$ cat src/rtl/quaternion_arithmetic_unit_defines.svh
// assertion macros for the quaternion arithmetic unit
// used by quaternion_arithmetic_unit.sv; expects clk and rst in the including scope
`ifndef QUATERNION_ARITHMETIC_UNIT_DEFINES_SVH
`define QUATERNION_ARITHMETIC_UNIT_DEFINES_SVH

`ifndef SYNTH

// condition holds at every edge out of reset
`define QAU_ASSERT(label, cond, msg) \
  label: assert property (@(posedge clk) disable iff (rst) (cond)) else $error(msg);

// antecedent implies consequent in the same cycle
`define QAU_ASSERT_IMPL(label, ante, cons, msg) \
  label: assert property (@(posedge clk) disable iff (rst) (ante) |-> (cons)) else $error(msg);

// antecedent implies consequent in the next cycle
`define QAU_ASSERT_NEXT(label, ante, cons, msg) \
  label: assert property (@(posedge clk) disable iff (rst) (ante) |=> (cons)) else $error(msg);

`else

`define QAU_ASSERT(label, cond, msg)
`define QAU_ASSERT_IMPL(label, ante, cons, msg)
`define QAU_ASSERT_NEXT(label, ante, cons, msg)

`endif

`endif

$ cat src/rtl/qau_pkg.sv
// shared types, widths and constants for the quaternion arithmetic unit
// no dependencies; imported by qau_lane, qau_merge and the top level
package qau_pkg;

  localparam int FRAC_BITS  = 12;
  localparam int WORD_BITS  = 16;

  localparam int NUM_LANES  = 4;
  localparam int NUM_TERMS  = 4;
  localparam int NUM_TERMS3 = 3;

  // pipeline depth from operand word to result word
  localparam int STAGES     = 5;

  localparam int LANE_X = 0;
  localparam int LANE_Y = 1;
  localparam int LANE_Z = 2;
  localparam int LANE_W = 3;

  // sum of four word products
  localparam int SUM_BITS  = 2 * WORD_BITS + 2;
  // rounded sum, also the rotate t term
  localparam int VAL_BITS  = 2 * WORD_BITS - FRAC_BITS + 2;
  // word times t
  localparam int PROD_BITS = WORD_BITS + VAL_BITS;
  // sum of three such products plus the vector term
  localparam int ACC_BITS  = PROD_BITS + 2;
  localparam int FIN_BITS  = ACC_BITS - FRAC_BITS;

  localparam longint WORD_MAX_L = (longint'(1) << (WORD_BITS - 1)) - 1;
  localparam longint WORD_MIN_L = -WORD_MAX_L - 1;

  localparam logic signed [FIN_BITS-1:0]  FIN_MAX  = FIN_BITS'(WORD_MAX_L);
  localparam logic signed [FIN_BITS-1:0]  FIN_MIN  = FIN_BITS'(WORD_MIN_L);
  localparam logic [WORD_BITS-1:0]        WORD_MAX = WORD_BITS'(WORD_MAX_L);
  localparam logic [WORD_BITS-1:0]        WORD_MIN = WORD_BITS'(WORD_MIN_L);

  // 1.0 in the word format, used to pass a component through a multiplier
  localparam logic [WORD_BITS-1:0] ONE = WORD_BITS'(longint'(1) << FRAC_BITS);

  localparam logic signed [SUM_BITS:0]   HALF_S = (SUM_BITS+1)'(longint'(1) << (FRAC_BITS - 1));
  localparam logic signed [ACC_BITS-1:0] HALF_A = ACC_BITS'(longint'(1) << (FRAC_BITS - 1));

  typedef enum logic [2:0] {
    KIND_MUL  = 3'd0,
    KIND_ROT  = 3'd1,
    KIND_CONJ = 3'd2,
    KIND_NEG  = 3'd3,
    KIND_DOT  = 3'd4
  } qau_kind_t;

  typedef struct packed {
    logic [2:0]           kind;
    logic [WORD_BITS-1:0] a_x;
    logic [WORD_BITS-1:0] a_y;
    logic [WORD_BITS-1:0] a_z;
    logic [WORD_BITS-1:0] a_w;
    logic [WORD_BITS-1:0] b_x;
    logic [WORD_BITS-1:0] b_y;
    logic [WORD_BITS-1:0] b_z;
    logic [WORD_BITS-1:0] b_w;
  } qau_op_t;

  typedef struct packed {
    logic [WORD_BITS-1:0] out_x;
    logic [WORD_BITS-1:0] out_y;
    logic [WORD_BITS-1:0] out_z;
    logic [WORD_BITS-1:0] out_w;
    logic                 saturated;
  } qau_res_t;

  // first-pass operands of one lane: four signed products, each optionally negated
  typedef struct packed {
    logic [NUM_TERMS-1:0][WORD_BITS-1:0] ma;
    logic [NUM_TERMS-1:0][WORD_BITS-1:0] mb;
    logic [NUM_TERMS-1:0]                neg;
  } qau_ops1_t;

  // second-pass operands for rotate: word times t, plus the vector component
  typedef struct packed {
    logic [NUM_TERMS3-1:0][WORD_BITS-1:0] qa;
    logic [NUM_TERMS3-1:0][VAL_BITS-1:0]  tb;
    logic [NUM_TERMS3-1:0]                neg;
    logic [WORD_BITS-1:0]                 v;
  } qau_ops3_t;

  // pipeline load enables and rotate flags shared by all lanes
  typedef struct packed {
    logic ld1;
    logic ld2;
    logic ld3;
    logic ld4;
    logic rot2;
    logic rot4;
  } qau_ctl_t;

endpackage

$ cat src/rtl/qau_merge.sv
// merging stage: clips the four lane values to the word and combines the clip flags
// depends on qau_pkg
module qau_merge import qau_pkg::*; (
  input  logic                               clk,
  input  logic                               ld,
  input  logic [NUM_LANES-1:0][FIN_BITS-1:0] fin,
  output qau_res_t                           res
);

  logic [WORD_BITS-1:0] clipped [NUM_LANES];
  logic [NUM_LANES-1:0] clip_hit;
  qau_res_t             res_next;

  always_comb begin
    for (int i = 0; i < NUM_LANES; i++) begin
      if ($signed(fin[i]) > FIN_MAX) begin
        clipped[i]  = WORD_MAX;
        clip_hit[i] = 1'b1;
      end else if ($signed(fin[i]) < FIN_MIN) begin
        clipped[i]  = WORD_MIN;
        clip_hit[i] = 1'b1;
      end else begin
        clipped[i]  = fin[i][WORD_BITS-1:0];
        clip_hit[i] = 1'b0;
      end
    end
    res_next.out_x     = clipped[LANE_X];
    res_next.out_y     = clipped[LANE_Y];
    res_next.out_z     = clipped[LANE_Z];
    res_next.out_w     = clipped[LANE_W];
    res_next.saturated = |clip_hit;
  end

  always_ff @(posedge clk) begin
    if (ld) res <= res_next;
  end

endmodule

$ cat config.mk
export PLATFORM = sky130hd
export DESIGN_NAME = qau_merge
export DESIGN_NICKNAME = d
export VERILOG_FILES = /design/src/rtl/quaternion_arithmetic_unit_defines.svh /design/src/rtl/qau_pkg.sv /design/src/rtl/qau_merge.sv
export SDC_FILE = /design/constraint.sdc
export NUM_CORES = 1
export LEC_CHECK = 0
export BUFFER_PORTS_ARGS = -buffer_cell sky130_fd_sc_hd__buf_2
export CAP_MARGIN = 30
export CORE_MARGIN = 2
export CORE_UTILIZATION = 46
export CTS_CLUSTER_DIAMETER = 80
export DETAILED_ROUTE_END_ITERATION = 10
export GPL_ROUTABILITY_DRIVEN = 0
export MAX_ROUTING_LAYER = met4
export PLACE_DENSITY_LB_ADDON = 0.15
export SLEW_MARGIN = 40
export SYNTH_ARGS = -nofsm -noshare
export SYNTH_HDL_FRONTEND = slang
export SYNTH_SLANG_ARGS = --single-unit
$ cat constraint.sdc
create_clock -name clk -period 2.52 [get_ports clk]
set_clock_uncertainty 0.1 [all_clocks]
set_input_delay 0.504 -clock clk [delete_from_list [all_inputs] [get_ports clk]]
set_output_delay 0.504 -clock clk [all_outputs]
set_load 0.02 [all_outputs]
== Word level (Yosys, flattened, before mapping) ==
Cells that the tools add are included.

* Word-level logic and storage cells: 26
* Bits in registers: 65
* Output and inout port bits: 65

* Mux-type cells: 12
* Magnitude comparators: 8
* Reduce and logical (&&, ||, !) cells: 1

{| class="wikitable"
|+ Operators with widths
! kind !! count
|-
| > comparator 28 x 16 -> 1 bit, second input constant || 4
|-
| < comparator 28 x 16 -> 1 bit, second input constant || 4
|-
| two-way mux 16 bit || 4
|-
| two-way mux 1 bit || 8
|-
| OR reduction 4 bit || 1
|}

== Depth between registers and ports, before layout ==
Gate-level depths: netlist of run 1.

* Depth in word-level cells: 4
* Gate-level depth with buffers: 5

== Worst setup path before layout of run 1 ==
OpenSTA, ideal clock, no wires.

* Path type: input to register
* Start: input fin[22] (netlist bit)
* End: register res[49] (netlist bit), data pin
* Cell stages on the path: 4
* Library setup time: 0.254 ns
* Data arrival time: 1.311 ns
* Path buffers: 1
* Setup slack: 0.855 ns
* Cells stage by stage: nor4_1 a31oi_1 buf_4 a21o_1

* Longest elaborated chain between the ends: 2

{| class="wikitable"
|+ RTL lines
! item !! line !! text
|-
| start: declaration || qau_merge.sv:6 || <nowiki>input logic [NUM_LANES-1:0][FIN_BITS-1:0] fin,</nowiki>
|-
| < comparator 28 x 16 -> 1 bit || qau_merge.sv:19 || <nowiki>end else if ($signed(fin[i]) < FIN_MIN) begin</nowiki>
|-
| two-way mux 16 bit || qau_merge.sv:19 ||
|-
| end signal: assignment || qau_merge.sv:35 || <nowiki>if (ld) res <= res_next;</nowiki>
|-
| end: declaration || qau_merge.sv:7 || <nowiki>output qau_res_t res</nowiki>
|}

Several ways; a longest one is shown, not always the timed one.
A chain may end at the register's enable or synchronous reset.

==> results.md, run 1 <==
* Leak pwr at 1.86 nW
* Final period util at 66.6%
* Worst hold slack at 0.308 ns
* Max rail drop VDD at 341 uV
* RSZ-0062 raised after global routing: false
* Max FFs per register at 65
* Hold EP: res[16]
* Max-capacitance violation count at 0
* Crit-path cells: buf_2 -> nor4_1 -> a31oi_2 -> nor2b_1 -> nand4b_1
* Outcome: complete, no violations
* Yosys warnings at 0
* HPWL Detailed at 4990 um
* Post-synthesis cell type count at 18
* CTS H-tree lvls at 3
* Max-slew headroom at 49.5%
* Layout overhead on the synthesized area at 41.0%
* Post-DRT Antenna Nets at 0
* Ranking of synthesized cells by area: edfxtp_1 (70%), a21o_1 (12%), nand2_1 (4.0%)
* Synth area leader: edfxtp_1
* Critical Path Fanout Max at 16
* Placement row count at 28
* EDFF count, synth at 65
* Type of the worst setup path: in2reg
* Required time of the critical path at 2.48 ns
* Final nets at 484
* Resized cells post-CTS at 0
* Element type at the critical path end: register
* Top_reg_cell synth: edfxtp_1
* TritonCTS clock tree: built
* Fmax at 596 MHz
* Critical path's top delay family: simple AND/OR/NAND/NOR gates
* Critical path buffer and inverter count at 1
* Starting Density at 47.6%
* Core Box Area at 0.00589 mm2
* Setup TNS at 0 ns
* Top cells by count, synth: edfxtp_1 (65), a21o_1 (45), nand2_1 (30)
* Biggest register: res
* Die ar. at 0.00673 mm2
* Async SR Flop Fraction at 0%
* Global-route wire length before repair at 9680 um
* Layout cells sized above 1 at 54.9%
* Post-Syn Instances at 187
* Largest regs: res x65
* Pin count of the biggest net entering global routing at 66
* Residual DRC at 0
* Slew @ Worst Pin at 0.755 ns
* Clock sink count at 65
* Slowest cell on the critical path: nor4_1
* Non-Filler Instances at 450
* Starting DRT DRC Count at 154
* Clock tree buffer depth at 2
* Total power at 2.57 mW
* Pre-antenna DRT Iters at 4
* Min-delay worst type: in2reg
* #FFs+latches synth at 65
* Startpoint class of the critical path: primary input
* Final hold vios at 0
* CTS clk-pin slew, worst paths at 0.07 ns
* Fillers at 485
* Post-synth top area share at 69.7%
* CTS root buffer: clkbuf_8
* Antenna cells at 0
* DIE HEIGHT at 82.0 um
* Largest incremental delay on the critical path at 0.36 ns
* Total gr overflow at 0
* Synthesized cell area at 0.00280 mm2
* Post-CTS Setup Bufs at 0
* Fin. max-slew vios at 0
* Top Ports at 179
* Vias in the first global route at 2136
* Gr usage total at 20.4%
* Vias/cell at 5.05
* PD cells at 650 mW/mm2
* Post-Route WL at 6660 um
* Drt wl/cell at 14.8 um
* Final setup fails at 0
* Via count at 2272
* Hold path cells at 1
* Placed instance count at 434
* HP Start: fin[111]
* Avg Inst Size Synth at 15.0 um2
* Syn Nets at 301
* CTS buffer count at 9
* Input/output buffers at 178
* Initial antenna violation count at 0
* Die W at 82.0 um
* Worst Path Arrival at 1.63 ns
* Post-CTS Hold Buffers at 0
* Sequential area share after synthesis at 69.7%
* Count leader, synth: edfxtp_1
* Tmin final at 1.68 ns
## per-layer routing
metal	global-route usage [%]	wire (um)	up-vias	part of all wire (%)
met5	-	0	-	0
met4	11.5	123	0	1.8
met3	6.26	616	12	9.3
met2	31.8	3300	121	50
met1	23.3	2620	1032	39
li1	-	-	1107	-
## per-stage QoR
stage / instance area, um2 / setup WS [ns] / util [%]
2_1_floorplan: 2800 / 0.855 / -
3_3_place_gp: 3770 / 0.540 / 64.1
3_5_place_dp: 3770 / 0.464 / 64.1
4_1_cts: 3950 / 0.827 / 67.1
5_1_grt: 3950 / 0.675 / 67.1
6_report: 3950 / 0.843 / 67.1
## report_power, final
part | internal, mW | switching, mW
clock | 0.446 | 0.370
combinational | 0.172 | 0.263
sequential | 1.29 | 0.0205
total | 1.91 | 0.654
## logic make-up after synthesis
family                 Yosys count  share of synthesized area [%]
AND/OR/NAND/NOR                 57                           11.2
buffers and inverters           12                           2.81
flip-flops                      65                           69.7
AO/OA/AOI/OAI                   53                           16.3
## area by class of cell
cell class,instances,area [um2],area share (%)
clock buffers,11,131,3.33
clock inverters,5,46.3,1.17
multi-input cells,110,776,19.7
flip-flops and latches,65,1950,49.4
well taps,75,93.8,2.38
repair buffers,184,948,24.0
## how the worst max path moves through the flow
stage | from | to | slack, ns | cells after the start
6_report | fin[22] | res[0] | 0.84 | 5
5_1_grt | fin[26] | res[0] | 0.68 | 5
4_1_cts | fin[22] | res[0] | 0.83 | 5
3_5_place_dp | fin[22] | res[0] | 0.46 | 5
3_3_place_gp | fin[107] | res[0] | 0.54 | 5
2_1_floorplan | fin[22] | res[49] | 0.86 | 4
## cells in the final DEF (no fill, tap or decap), drive strengths merged
| master | n |
|---|---|
| buf | 184 |
| o31ai | 4 |
| nor4 | 12 |
| nand4 | 12 |
| bufinv | 1 |
| clkinv | 4 |
| nor2b | 1 |
| a31o | 1 |
| clkbuf | 11 |
| a21o | 45 |
| and4b | 1 |
| nand2 | 30 |
| edfxtp | 65 |
| a31oi | 3 |
| nand4b | 1 |
(Power assumes the default switching activity.)
==> run 2: changes to the inputs <==
CORE_UTILIZATION = 42   (was 46)
clock period = 1.6 ns   (was 2.52 ns; I/O delays follow)
==> results.md, run 2 (synthesized netlist as in run 1, its figures left out) <==
* Outcome: complete, no violations
* Final period util at 82.3%
* Max rail drop VDD at 555 uV (+63%)
* Vias in the first global route at 2191 (+2.6%)
* Critical path buffer and inverter count at 2 (+1)
* Die ar. at 0.00734 mm2 (+9.0%)
* Resized cells post-CTS at 0 (unchanged)
* Global-route wire length before repair at 10400 um (+6.9%)
* Max-slew headroom at 75.6% (+26 points)
* Pre-antenna DRT Iters at 4 (unchanged)
* Internal power at 3.02 mW (+58%)
* Max-capacitance violation count at 0 (unchanged)
* Clock tree buffer depth at 2 (unchanged)
* Min-delay worst type: in2reg
* Antenna cells at 0 (unchanged)
* Largest incremental delay on the critical path at 0.32 ns (-0.04 ns)
* Crit-path cells: buf_2 -> nor4_1 -> a31oi_1 -> buf_4 -> nor2b_1 -> nand4b_1
* DIE HEIGHT at 85.7 um (+4.4%)
* Critical path's top delay family: simple AND/OR/NAND/NOR gates
* Worst Path Arrival at 1.29 ns (-0.34 ns)
* Core Box Area at 0.00639 mm2 (+8.5%)
* Post-CTS Setup Bufs at 0 (unchanged)
* Leak pwr at 1.89 nW (+1.6%)
* Switching power at 1.07 mW (+64%)
* Starting DRT DRC Count at 105 (-32%)
* Vias/cell at 5.08 (+0.64%)
* Fmax at 760 MHz
* Tmin final at 1.32 ns
* Sw Ratio at 26.2% (+0.74 points)
* Slew @ Worst Pin at 0.365 ns (-0.390 ns)
* Setup TNS at 0 ns (unchanged)
* Starting Density at 43.8% (-3.7 points)
* Drt wl/cell at 15.0 um (+1.5%)
* Largest regs: res x65
* Post-DRT Antenna Nets at 0 (unchanged)
* Biggest register: res
* Fin. max-slew vios at 0 (unchanged)
* Die W at 85.7 um (+4.4%)
* Most common cell after layout, fill and taps aside: buf_2
* Initial antenna violation count at 0 (unchanged)
* Post-Route WL at 6850 um (+2.9%)
* Register share of total power at 50.5% (-0.7 points)
* Clock share of power at 32.4% (+0.6 points)
* Final hold vios at 0 (unchanged)
* Layout overhead on the synthesized area at 42.6%
* RSZ-0062 raised after global routing: false
* PD cells at 1020 mW/mm2 (+58%)
* CTS H-tree lvls at 3 (unchanged)
* Total gr overflow at 0 (unchanged)
* Gr usage total at 19.4% (-0.91 points)
* Clock sink count at 65 (unchanged)
* Pin count of the biggest net entering global routing at 66 (unchanged)
* CTS root buffer: clkbuf_8
* Top Ports at 179 (unchanged)
* HPWL Detailed at 5080 um (+1.7%)
* Commonest non-fill, non-tap cells in the layout: buf_2 (178), edfxtp_1 (65), a21o_1 (45)
* Layout cells sized above 1 at 56.2% (+1.3 points)
* Startpoint class of the critical path: primary input
* Placement row count at 29 (+3.6%)
* CTS clk-pin slew, worst paths at 0.07 ns (about the same)
* Required time of the critical path at 1.58 ns (-0.90 ns)
* Input/output buffers at 178 (unchanged)
* Final nets at 488 (+0.83%)
* Post-CTS Hold Buffers at 0 (unchanged)
* Element type at the critical path end: register
* Type of the worst setup path: in2reg
* Max FFs per register at 65 (unchanged)
* Via count at 2317 (+2.0%)
* Residual DRC at 0 (unchanged)
* Slowest cell on the critical path: nor4_1
* CTS buffer count at 9 (unchanged)
* Final setup fails at 0 (unchanged)
* Logic gate share of total power at 17.1% (about the same)
* TritonCTS clock tree: built
* Critical Path Fanout Max at 8 (-8)
* Utilization after layout at 62.5% (-4.5 points)
run 2: per-layer routing:
layer  GRT usage, %  part of all wire [%]  vias up
li1               -                     -     1111
met2           31.3                    49      124
met3           5.10                   8.6       14
met5              -                     0        -
met1           22.6                    40     1068
met4           9.81                   2.2        0
run 2: worst paths after layout:
kind | start | end | cells after the start | slack [ns]
max | fin[26] | res[0] | 6 | 0.28
min | fin[55] | res[48] | 1 | 0.12
run 2: power by group through the flow:
stage | sequential [mW] | combinational (mW) | clock [mW]
after global routing | 2.08 | 0.752 | 1.42
after CTS | 2.07 | 0.708 | 1.35
after global placement | 2.10 | 0.700 | 0
after floorplan | 2.30 | 0.146 | 0
final | 2.07 | 0.701 | 1.32
after detailed placement | 2.11 | 0.706 | 0
run 2: metrics by stage:
step,total power [mW],hold WS [ns],setup slack [ns],cells,instance area [um2]
3_3_place_gp,2.80,0.459,-0.0710,440,3810
6_report,4.09,0.120,0.284,456,3990
4_1_cts,4.13,0.106,0.266,456,3990
3_5_place_dp,2.81,0.465,-0.0869,440,3810
2_1_floorplan,2.45,0.332,0.119,187,2800
5_1_grt,4.25,0.106,0.180,456,3990
run 2: layout make-up:
cell class                 instances  area [um2]
tap                               77        96.3
sequential                        65        1950
fill                             516        2390
timing repair buffer             188         991
multi-input combinational        110         769
clock inverter                     7        61.3
clock buffer                       9         124
==> run 3: changes to the inputs <==
CORE_UTILIZATION = 38   (was 42)
clock period = 1.2 ns   (was 1.6 ns; I/O delays follow)
==> results.md, run 3 (synthesized netlist as in run 1, its figures left out) <==
* Outcome: complete, but fails checks
* Failing checks: negative setup slack
* Gr usage total at 17.4% (-2.0 points)
* Required time of the critical path at 0.86 ns (-0.72 ns)
* DIE HEIGHT at 89.8 um (+4.9%)
* Final worst setup slack at -0.0372 ns (-0.321 ns)
* Placed instance count at 463 (+5.2%)
* CTS clk-pin slew, worst paths at 0.07 ns (about the same)
* Post-CTS Hold Buffers at 0 (unchanged)
* Die ar. at 0.00807 mm2 (+10%)
* Residual DRC at 0 (unchanged)
* Commonest non-fill, non-tap cells in the layout: buf_2 (143), edfxtp_1 (65), a21o_1 (45)
* Met1 usage at 19.6% (-3.0 points)
* Max-slew headroom at 80.7% (+5.0 points)
* Crit-path cells: buf_6
* Vias/cell at 4.84 (-4.7%)
* Starting DRT DRC Count at 81 (-23%)
* Max rail drop VDD at 503 uV (-9.5%)
* Min-delay worst type: in2reg
* Vias in the first global route at 2274 (+3.8%)
* Type of the worst setup path: reg2out
* Internal power at 3.96 mW (+31%)
* Critical Path Fanout Max at 1 (-7)
* Max FFs per register at 65 (unchanged)
* CTS buffer count at 9 (unchanged)
* Register share of total power at 51.2% (+0.7 points)
* Clock sink count at 65 (unchanged)
* Element type at the critical path end: output port
* Switching power at 1.47 mW (+37%)
* Fillers at 619 (+20%)
* Layout overhead on the synthesized area at 59.0%
* TritonCTS clock tree: built
* Clock tree buffer depth at 2 (unchanged)
* Sw Ratio at 27.1% (+0.89 points)
* Levels on crit path at 1 (-5)
* Global-route wire length before repair at 10800 um (+4.4%)
* Starting Density at 39.0% (-4.8 points)
* Pin count of the biggest net entering global routing at 40 (-39%)
* Leak pwr at 2.00 nW (+6.1%)
* Via count at 2325 (+0.35%)
* Total power at 5.44 mW (+33%)
* HPWL Detailed at 5240 um (+3.2%)
* Critical path buffer and inverter count at 1 (-1)
* Post-DRT Antenna Nets at 0 (unchanged)
* Placement row count at 31 (+6.9%)
* Met3 usage at 4.11% (-0.99 points)
* Input/output buffers at 178 (unchanged)
* Pre-CTS setup slack at -0.367 ns (-0.280 ns)
* Final setup fails at 13 (+13)
* Die W at 89.8 um (+4.9%)
* Core Box Area at 0.00718 mm2 (+12%)
* Fin. max-slew vios at 0 (unchanged)
* Top Ports at 179 (unchanged)
* CTS H-tree lvls at 3 (unchanged)
* Most common cell after layout, fill and taps aside: buf_2
* Final nets at 491 (+0.61%)
* RSZ-0062 raised after global routing: true
* Worst Path Arrival at 0.90 ns (-0.39 ns)
* Antenna cells at 0 (unchanged)
* Max-capacitance violation count at 0 (unchanged)
* Post-Route WL at 6770 um (-1.2%)
* Sequential Area at 0.00195 mm2 (unchanged)
* Non-Filler Instances at 480 (+5.3%)
* Fmax at 808 MHz
* Initial antenna violation count at 0 (unchanged)
* Total gr overflow at 0 (unchanged)
* Final period util at 103%
* PD cells at 1220 mW/mm2 (+19%)
* Slew @ Worst Pin at 0.290 ns (-0.0754 ns)
* Worst hold slack at 0.0475 ns (-0.0726 ns)
* CTS root buffer: clkbuf_8
* Most used routing layer: met2
* Clock share of power at 28.3% (-4.1 points)
* GR met2 Demand/Resource at 29.5% (-1.8 points)
* Logic gate share of total power at 20.6% (+3.5 points)
* Biggest register: res
* Layout cells sized above 1 at 59.6% (+3.4 points)
* Tmin final at 1.24 ns
* Critical path's top delay family: flip-flops
* Final hold vios at 0 (unchanged)
* Hold path cells at 1 (unchanged)
* Slowest cell on the critical path: edfxtp_1
* Drt wl/cell at 14.1 um (-6.1%)
* Startpoint class of the critical path: register
* Largest regs: res x65
* Pre-antenna DRT Iters at 4 (unchanged)
* Multi-input combinational cell area at 943 um2 (+23%)
* Largest incremental delay on the critical path at 0.42 ns (+0.10 ns)
[run 3: changes by cell type in the layout (fill, tap and decap cells not counted), moves of 2 or more]
cell	before	now
buf_2	178	143
buf_6	0	34
nor4_4	0	10
nor4_1	9	0
buf_12	2	5
a31oi_1	2	0
a31oi_4	0	2
[run 3: repair_timing]
item | in CTS | in global routing
setup buffers | 2 | 0
pin swaps | 1 | 3
resized for setup | 18 | 54
gates cloned | 0 | 0
setup endpoints to repair | 59 | 68
[run 3: power groups by stage]
| stage | Clock, mW | Combinational, mW | Sequential (mW) |
|---|---|---|---|
| floorplan | 0 | 0.217 | 3.07 |
| global placement | 0 | 0.990 | 2.80 |
| detailed placement | 0 | 1.00 | 2.81 |
| CTS | 1.58 | 1.04 | 2.76 |
| global route | 1.67 | 1.20 | 2.80 |
| finish | 1.54 | 1.12 | 2.78 |
[run 3: final cells by class]
class	count	share of cell area, %
clock buffers	9	2.78
well taps	99	2.78
repair buffers	191	28.6
multi-input cells	110	21.2
clock inverters	6	0.815
flip-flops and latches	65	43.8
[run 3: worst paths after layout]
| kind | from | to |
|---|---|---|
| setup / recovery | res[0] | res[0] |
| hold / removal | fin[111] | res[16] |
[run 3: metrics by stage]
step	util, %	setup TNS [ns]	cell area [um2]
floorplan	-	-5.14	2980
global route	62.1	-2.49	4450
finish	62.1	-0.147	4450
detailed placement	56.2	-18.29	4030
global placement	56.2	-17.15	4030
CTS	59.6	-0.782	4280
[run 3: per-layer routing]
layer / routed length (um) / up-vias
met1: 2650 / 1098
met4: 137 / 0
met5: 0 / -
met2: 3560 / 101
li1: - / 1115
met3: 423 / 11
